## src/rtl/core/six_axis_hid_report_decoder_macros.svh

```systemverilog
// Assertion helpers for the report decoder. Both sample on the rising edge of clk
// and are switched off while arst_n is low.
`ifndef SIX_AXIS_HID_REPORT_DECODER_MACROS_SVH
`define SIX_AXIS_HID_REPORT_DECODER_MACROS_SVH

// The consequent must hold in the same cycle as the antecedent.
`define SHDR_ASSERT_SAME(lbl, ante, cons, msg) \
	lbl: assert property (@(posedge clk) disable iff (!arst_n) (ante) |-> (cons)) \
		else $error(msg);

// The consequent must hold in the cycle after the antecedent.
`define SHDR_ASSERT_NEXT(lbl, ante, cons, msg) \
	lbl: assert property (@(posedge clk) disable iff (!arst_n) (ante) |=> (cons)) \
		else $error(msg);

`endif

```

## src/rtl/core/shdr_pkg.sv

```systemverilog
package shdr_pkg;

	// Result kinds.
	localparam logic [1:0] KIND_TRANSLATION = 2'd0;
	localparam logic [1:0] KIND_ROTATION    = 2'd1;
	localparam logic [1:0] KIND_BUTTON      = 2'd2;

	// Configuration register indexes.
	localparam logic [1:0] CFG_TRANS_DZ   = 2'd0;
	localparam logic [1:0] CFG_ROT_DZ     = 2'd1;
	localparam logic [1:0] CFG_BUTTONS_EN = 2'd2;

	// Report lengths and ids that carry data.
	localparam logic [3:0] LEN_SHORT  = 4'd3;
	localparam logic [3:0] LEN_SINGLE = 4'd7;
	localparam logic [3:0] LEN_DOUBLE = 4'd13;
	localparam logic [7:0] ID_MOTION   = 8'd1;
	localparam logic [7:0] ID_ROTATION = 8'd2;
	localparam logic [7:0] ID_BUTTONS  = 8'd3;

	localparam logic [6:0] DZ_RESET = 7'd35;

	typedef struct packed {
		logic [3:0]  report_length;
		logic [7:0]  report_id;
		logic [15:0] word_a;
		logic [15:0] word_b;
		logic [15:0] word_c;
		logic [15:0] word_d;
		logic [15:0] word_e;
		logic [15:0] word_f;
	} item_t;

	typedef struct packed {
		logic [1:0]         kind;
		logic signed [15:0] axis_x;
		logic signed [15:0] axis_y;
		logic signed [15:0] axis_z;
		logic [4:0]         button_index;
		logic               last;
	} result_t;

	// What the decoder makes of one report: up to two results, in order.
	typedef struct packed {
		logic    first_valid;
		logic    second_valid;
		result_t first;
		result_t second;
	} decoded_t;

endpackage

```

## src/rtl/core/six_axis_hid_report_decoder.sv

```systemverilog
// Channel        Handshake                Payload
// report in      start, busy              report_length, report_id, word_a .. word_f
// result out     result_valid             kind, axis_x, axis_y, axis_z, button_index, last
// configuration  cfg_write                cfg_index, cfg_data
//
// A report enters the input register at an edge where start is high and busy low; its
// first result then passes to the output register and is on the result ports for one cycle.
// A report with both a translation and a rotation sends the rotation in the cycle after the
// first result; reports with at most one result can follow back to back.
// busy is raised only while that second result waits and a further report already sits in
// the input register. The receiver cannot stall. Reset clears the valid flags and presets the cfg registers.
`include "six_axis_hid_report_decoder_macros.svh"
module six_axis_hid_report_decoder import shdr_pkg::*; (
	input  logic               clk,
	input  logic               arst_n,
	input  logic               start,
	output logic               busy,
	input  logic [3:0]         report_length,
	input  logic [7:0]         report_id,
	input  logic [15:0]        word_a,
	input  logic [15:0]        word_b,
	input  logic [15:0]        word_c,
	input  logic [15:0]        word_d,
	input  logic [15:0]        word_e,
	input  logic [15:0]        word_f,
	output logic               result_valid,
	output logic [1:0]         kind,
	output logic signed [15:0] axis_x,
	output logic signed [15:0] axis_y,
	output logic signed [15:0] axis_z,
	output logic [4:0]         button_index,
	output logic               last,
	input  logic               cfg_write,
	input  logic [1:0]         cfg_index,
	input  logic [6:0]         cfg_data
);

	// Configuration registers.
	logic [6:0] trans_dz_q;
	logic [6:0] rot_dz_q;
	logic       buttons_en_q;

	// Input register holding one report.
	logic       valid_s1;
	item_t      item_s1;

	// Second result waiting its turn, and the output register.
	logic       pend_valid_q;
	result_t    pend_q;
	logic       out_valid_q;
	result_t    out_q;

	decoded_t   dec;
	logic       accept;
	logic       advance;

	always_ff @(posedge clk or negedge arst_n) begin
		if (!arst_n) begin
			trans_dz_q   <= DZ_RESET;
			rot_dz_q     <= DZ_RESET;
			buttons_en_q <= 1'b0;
		end else if (cfg_write) begin
			unique case (cfg_index)
				CFG_TRANS_DZ:   trans_dz_q <= cfg_data;
				CFG_ROT_DZ:     rot_dz_q <= cfg_data;
				CFG_BUTTONS_EN: buttons_en_q <= cfg_data[0];
				default: ;
			endcase
		end
	end

	// The input register can only move on when no second result is waiting, since the
	// pending result has the output register to itself for that cycle.
	assign advance = valid_s1 && !pend_valid_q;
	assign busy = valid_s1 && pend_valid_q;
	assign accept = start && !busy;

	shdr_decode u_decode (
		.item       (item_s1),
		.trans_dz   (trans_dz_q),
		.rot_dz     (rot_dz_q),
		.buttons_en (buttons_en_q),
		.dec        (dec)
	);

	always_ff @(posedge clk or negedge arst_n) begin
		if (!arst_n) begin
			valid_s1     <= 1'b0;
			pend_valid_q <= 1'b0;
			out_valid_q  <= 1'b0;
		end else begin
			if (accept) begin
				valid_s1 <= 1'b1;
			end else if (advance) begin
				valid_s1 <= 1'b0;
			end
			pend_valid_q <= advance && dec.second_valid;
			out_valid_q <= pend_valid_q || (advance && dec.first_valid);
		end
	end

	always_ff @(posedge clk) begin
		if (accept) begin
			item_s1 <= '{report_length: report_length, report_id: report_id,
				word_a: word_a, word_b: word_b, word_c: word_c,
				word_d: word_d, word_e: word_e, word_f: word_f};
		end
		if (advance) begin
			pend_q <= dec.second;
		end
		out_q <= pend_valid_q ? pend_q : dec.first;
	end

	assign result_valid = out_valid_q;
	assign kind = out_q.kind;
	assign axis_x = out_q.axis_x;
	assign axis_y = out_q.axis_y;
	assign axis_z = out_q.axis_z;
	assign button_index = out_q.button_index;
	assign last = out_q.last;

	// A second result is only ever queued behind a first one going out in the same cycle.
	`SHDR_ASSERT_SAME(a_pend_behind_first, pend_valid_q, result_valid && !last, "orphan second result")
	// A result that is not the last of its report is followed at once by another.
	`SHDR_ASSERT_NEXT(a_second_follows, result_valid && !last, result_valid, "no second result")
	// The block only refuses a report while a second result is waiting.
	`SHDR_ASSERT_SAME(a_busy_cause, busy, pend_valid_q && valid_s1, "busy without a pending result")
	// A transfer in always fills the input register.
	`SHDR_ASSERT_NEXT(a_accept_fills, start && !busy, valid_s1, "accepted report was lost")

endmodule

```

## src/rtl/core/shdr_decode.sv

```systemverilog
module shdr_decode import shdr_pkg::*; (
	input  item_t      item,
	input  logic [6:0] trans_dz,
	input  logic [6:0] rot_dz,
	input  logic       buttons_en,
	output decoded_t   dec
);

	// Deadzone, then optional negation with saturation of the most negative value.
	function automatic logic signed [15:0] axis_fn(input logic [15:0] raw,
			input logic [6:0] dz, input logic neg);
		logic [16:0]        mag;
		logic signed [15:0] v;
		mag = raw[15] ? (17'h10000 - {1'b0, raw}) : {1'b0, raw};
		v = (mag > {10'd0, dz}) ? $signed(raw) : 16'sd0;
		if (neg) begin
			v = (v == 16'sh8000) ? 16'sh7fff : -v;
		end
		return v;
	endfunction

	logic               len_vec;
	logic               is_button;
	logic               want_trans;
	logic               want_rot;
	logic [15:0]        rot_a;
	logic [15:0]        rot_b;
	logic [15:0]        rot_c;
	logic signed [15:0] tx, ty, tz;
	logic signed [15:0] rx, ry, rz;
	logic [31:0]        btn_bits;
	logic [4:0]         btn_idx;
	logic               v_trans, v_rot, v_btn;
	result_t            res_trans, res_rot, res_btn;

	assign len_vec = (item.report_length == LEN_SINGLE) || (item.report_length == LEN_DOUBLE);
	assign is_button = (item.report_id == ID_BUTTONS) && (len_vec
		|| (item.report_length == LEN_SHORT));
	assign want_trans = len_vec && (item.report_id == ID_MOTION);
	assign want_rot = ((item.report_length == LEN_SINGLE) && (item.report_id == ID_ROTATION))
		|| ((item.report_length == LEN_DOUBLE) && (item.report_id == ID_MOTION));

	// A long report carries its rotation in the second half.
	assign rot_a = (item.report_length == LEN_DOUBLE) ? item.word_d : item.word_a;
	assign rot_b = (item.report_length == LEN_DOUBLE) ? item.word_e : item.word_b;
	assign rot_c = (item.report_length == LEN_DOUBLE) ? item.word_f : item.word_c;

	assign tx = axis_fn(item.word_a, trans_dz, 1'b1);
	assign ty = axis_fn(item.word_b, trans_dz, 1'b0);
	assign tz = axis_fn(item.word_c, trans_dz, 1'b0);
	assign rx = axis_fn(rot_a, rot_dz, 1'b1);
	assign ry = axis_fn(rot_b, rot_dz, 1'b0);
	assign rz = axis_fn(rot_c, rot_dz, 1'b1);

	// In the short report only bytes 1 and 2 were received.
	assign btn_bits = (item.report_length == LEN_SHORT) ? {16'd0, item.word_a}
		: {item.word_b, item.word_a};

	always_comb begin
		btn_idx = 5'd0;
		for (int i = 31; i >= 0; i--) begin
			if (btn_bits[i]) begin
				btn_idx = 5'(i);
			end
		end
	end

	assign v_trans = want_trans && ((tx != 16'sd0) || (ty != 16'sd0) || (tz != 16'sd0));
	assign v_rot = want_rot && ((rx != 16'sd0) || (ry != 16'sd0) || (rz != 16'sd0));
	assign v_btn = is_button && buttons_en && (btn_bits != 32'd0);

	always_comb begin
		res_trans = '{kind: KIND_TRANSLATION, axis_x: tx, axis_y: ty, axis_z: tz,
			button_index: 5'd0, last: 1'b1};
		res_rot = '{kind: KIND_ROTATION, axis_x: rx, axis_y: ry, axis_z: rz,
			button_index: 5'd0, last: 1'b1};
		res_btn = '{kind: KIND_BUTTON, axis_x: 16'sd0, axis_y: 16'sd0, axis_z: 16'sd0,
			button_index: btn_idx, last: 1'b1};
	end

	always_comb begin
		dec.first_valid = v_trans || v_rot || v_btn;
		dec.second_valid = v_trans && v_rot;
		dec.second = res_rot;
		priority if (v_trans) begin
			dec.first = res_trans;
			dec.first.last = !v_rot;
		end else if (v_rot) begin
			dec.first = res_rot;
		end else begin
			dec.first = res_btn;
		end
	end

endmodule
```

## config.mk

```make
export PLATFORM = sky130hd
export DESIGN_NAME = six_axis_hid_report_decoder
export DESIGN_NICKNAME = d
export VERILOG_FILES = /design/src/rtl/core/shdr_pkg.sv /design/src/rtl/core/six_axis_hid_report_decoder.sv /design/src/rtl/core/shdr_decode.sv
export VERILOG_INCLUDE_DIRS = /design/src /design/src/rtl/core
export SDC_FILE = /design/constraint.sdc
export NUM_CORES = 1
export LEC_CHECK = 0
export BUFFER_PORTS_ARGS = -buffer_cell sky130_fd_sc_hd__buf_2
export CAP_MARGIN = 10
export CORE_MARGIN = 2
export CORE_UTILIZATION = 31
export DETAILED_ROUTE_END_ITERATION = 10
export SLEW_MARGIN = 30
export SYNTH_ARGS = -nofsm -noshare
export SYNTH_HDL_FRONTEND = slang
export SYNTH_SLANG_ARGS = --single-unit
```

## constraint.sdc

```tcl
create_clock -name clk -period 19.8 [get_ports clk]
set_input_delay 1.98 -clock clk [delete_from_list [all_inputs] [get_ports clk]]
set_output_delay 1.98 -clock clk [all_outputs]
set_load 0.05 [all_outputs]
```

==> reports/qor.txt <==
Post-synth EDFFs = 156
Crit path required time = 20.24 ns
Hold_buf cts = 0
PortBufs = 178
Setup crit start kind = register
Total number of H-tree levels = 1
RSZ-0062 raised after global routing = no
Syn Inst Count = 1540
Synth warn = 0
Fin crit share = 41.32%
Nets@finish = 1832
Async SR Flop Fraction = 7.826%
Pre-antenna DRT Iters = 6
CP Capture Type = register
Min-delay worst type = register to register
Post CTS Setup Buffer Count = 0
Min cycle time layout = 8.182 ns
Detail Placement HPWL = 38030 µm
Final WL = 50830 µm
Drc violations = 0
Avg Inst Size Synth = 9.382 µm²
Footprint of the multi-input gates = 7565 µm²
Syn_nets = 1712
Crit-path max FO = 71
Chip width = 219.9 µm
Sequential cell area = 6265 µm²
Number of diodes = 0
Number of cell rows = 79
Peak Freq = 0.1222 GHz
Final-report hold violation count = 0
CTS Buf Count = 28
Initial antenna violation count = 0
Die Y = 219.9 µm
Max Root-Sink Buffers = 3
Synth top area share = 32.42%
Area Overhead vs Synth = 16.12%
Via density = 5.678
Final Instance Area = 16780 µm²
Core ar. = 46260 µm²
Clk sinks = 230
Pwr dens = 82.63 nW/µm²
Setup-failing EPs final = 0
First-pass GRT wire length = 76160 µm
Worst skew pair latency = 0.56 ns
Mapped Area = 14450 µm²
Post-synthesis sequential area ratio = 43.35%
Leak = 6.490 nW
Post-placement cell area = 15820 µm²
Die area = 48350 µm²
RD Place Congestion = 0.9626
Worst Skew = 0.01534 ns
Area contributors post-synth = edfxtp_1 32%, dfxtp_1 7.8%, ha_1 4.4%
Fillers = 4731
Remaining antenna violation count = 0
Cell variety after synth = 91
Root Buffer = clkbuf_16
Maximum VDD drop = 0.06607 mV
Share of layout cells above drive strength 1 = 18.67%
Main flop type after synthesis = edfxtp_1
TritonCTS clock tree = built
Aggregate global-route resource usage = 20.64%
CP arrival = 8.62 ns
Post_cts resized = 0
#FFs+latches synth = 230
Clk pin slew, worst setup/hold paths = 0.06 ns
Leading area contributor after synthesis = edfxtp_1
Type of the worst setup path = register to register
Status = complete, no violations
Gr ovfl total = 0
Worst-margin pin slew = 0.8820 ns
Starting DRT DRC Count = 1500
Routed wire per std cell = 22.21 µm
Largest net degree at the start of global routing = 72
Initial Utilization = 31.23%
Via count = 13000
Max_cap viols = 0
Final Max Slew Viols = 0
Slew Limit Headroom = 40.37%
# IOs = 179
Vias in the first global route = 12340
Fin Setup TNS = 0 ns
final timing paths:
kind / cells after the start / slack, ns / end / startpoint
hold reg to reg: 2 / 0.44 / axis_x[9]$_DFF_P_ / pend_q[47]$_DFFE_PP_
hold / removal: 2 / 0.44 / axis_x[9]$_DFF_P_ / pend_q[47]$_DFFE_PP_
setup / recovery: 25 / 11.62 / axis_y[5]$_DFF_P_ / item_s1[105]$_DFFE_PP_
min in group asynchronous: 1 / 1.38 / rot_dz_q[3]$_DFFE_PN0P_ / arst_n
max in group asynchronous: 1 / 18.05 / pend_valid_q$_DFF_PN0_ / arst_n
setup reg to reg: 25 / 11.62 / axis_y[5]$_DFF_P_ / item_s1[105]$_DFFE_PP_
per-stage QoR:
stage / cells / total power (W) / utilization (%) / hold WS [ns] / setup WS, ns
after global placement: 2235 / 0.0008686 / 34.11 / 0.4314 / 11.67
after floorplan: 1540 / 0.0007771 / - / 0.4178 / 12.31
after global routing: 2289 / 0.001450 / 36.27 / 0.4835 / 10.94
final: 2289 / 0.001386 / 36.27 / 0.4441 / 11.62
after detailed placement: 2236 / 0.0008754 / 34.20 / 0.4363 / 11.80
after CTS: 2288 / 0.001397 / 36.21 / 0.4500 / 11.74
layout by cell type, fill, tap and decap left out, drive strengths merged, types with 10 or more instances in the layout:
cell type	instances
a211oi	13
a21o	23
a21oi	73
a22oi	19
a31oi	24
and3	10
buf	196
clkbuf	35
clkinv	12
dfrtp	12
dfxtp	56
edfxtp	156
ha	51
inv	52
mux2	26
mux2i	44
nand2	118
nand2b	16
nand3	68
nand4	41
nor2	137
nor2b	17
nor3	55
nor3b	10
nor4	41
o211ai	20
o21ai	96
o31ai	11
or2	13
or3	12
or4	11
xnor2	48
xor2	18
cell usage after synthesis, drive strengths merged, types with 5 or more instances:
| cell | number |
|---|---|
| edfxtp | 156 |
| nor2 | 137 |
| nand2 | 118 |
| o21ai | 96 |
| a21oi | 73 |
| clkbuf | 70 |
| nand3 | 68 |
| dfxtp | 56 |
| nor3 | 55 |
| ha | 51 |
| inv | 50 |
| xnor2 | 48 |
| mux2i | 44 |
| nand4 | 41 |
| nor4 | 41 |
| buf | 36 |
| mux2 | 26 |
| a31oi | 24 |
| a21o | 23 |
| o211ai | 20 |
| a22oi | 19 |
| xor2 | 18 |
| nor2b | 17 |
| nand2b | 16 |
| a211oi | 13 |
| or2 | 13 |
| dfrtp | 12 |
| or3 | 12 |
| o31ai | 11 |
| or4 | 11 |
| and3 | 10 |
| nor3b | 10 |
| o2111ai | 9 |
| a22o | 8 |
| and2 | 8 |
| o31a | 8 |
| a21boi | 7 |
| o21a | 7 |
| dfstp | 6 |
| nor4b | 6 |
| o22ai | 6 |
| a221oi | 5 |
| nand3b | 5 |
| o311ai | 5 |
routing by layer:
layer  global-route usage [%]  part of all wire (%)  vias to the layer above
li1                         -                     -                     6047
met1                    27.42                    42                     6259
met2                    34.05                    47                      590
met3                    3.257                   7.5                      102
met4                    7.114                   3.3                        0
met5                        0                     0                        -
power by group:
part	internal (W)	switching, W
registers	0.000557	0.0000506
logic	0.000103	0.000161
clock network	0.000307	0.000207
worst max-delay path, stage by stage (launching register included):
cell,delay [ns]
edfxtp_1,0.39
and4b_4,0.67
buf_4,0.72
nor2_1,0.08
a21oi_1,0.37
ha_1,0.36
a31oi_1,0.13
xnor2_1,0.17
ha_1,0.31
a211oi_1,0.20
o21ai_0,0.11
o221ai_1,0.21
o2111ai_1,0.17
nand3b_1,0.24
nor2_1,0.56
or2_2,0.23
ha_1,0.37
clkinv_1,0.32
a311oi_1,0.28
o21ai_0,0.14
or4_1,0.42
a2111oi_0,0.42
and4b_1,0.32
a31oi_4,0.30
a31oi_1,0.38
o211ai_1,0.14
kinds of logic (layout without fill, tap and decap cells):
| kind of cell | count (synthesis) | after routing | synth area share [%] |
|---|---|---|---|
| XOR/XNOR | 66 | 66 | 4.001 |
| buffers and inverters | 158 | 300 | 4.589 |
| multiplexers | 70 | 70 | 5.074 |
| AO/OA/AOI/OAI | 381 | 381 | 17.59 |
| adder cells (fa/ha/maj) | 51 | 51 | 4.416 |
| flip-flops | 230 | 230 | 43.35 |
| AND/OR/NAND/NOR | 584 | 584 | 20.98 |
cell type report:
class | count | share of cell area [%]
clock buffers | 35 | 4.452
inverters | 52 | 1.163
well taps | 607 | 4.526
clock inverters | 17 | 1.081
multi-input cells | 1152 | 45.09
repair buffers | 196 | 6.353
flip-flops and latches | 230 | 37.34
flip-flops by register name (all words and copies together) (netlist names), 5 cells and up:
| name | flops |
|---|---|
| axis_x | 16 |
| axis_y | 16 |
| axis_z | 16 |
| button_index | 5 |
| item_s1 | 108 |
| pend_q | 48 |
| rot_dz_q | 7 |
| trans_dz_q | 7 |
(Power assumes the default switching activity.)
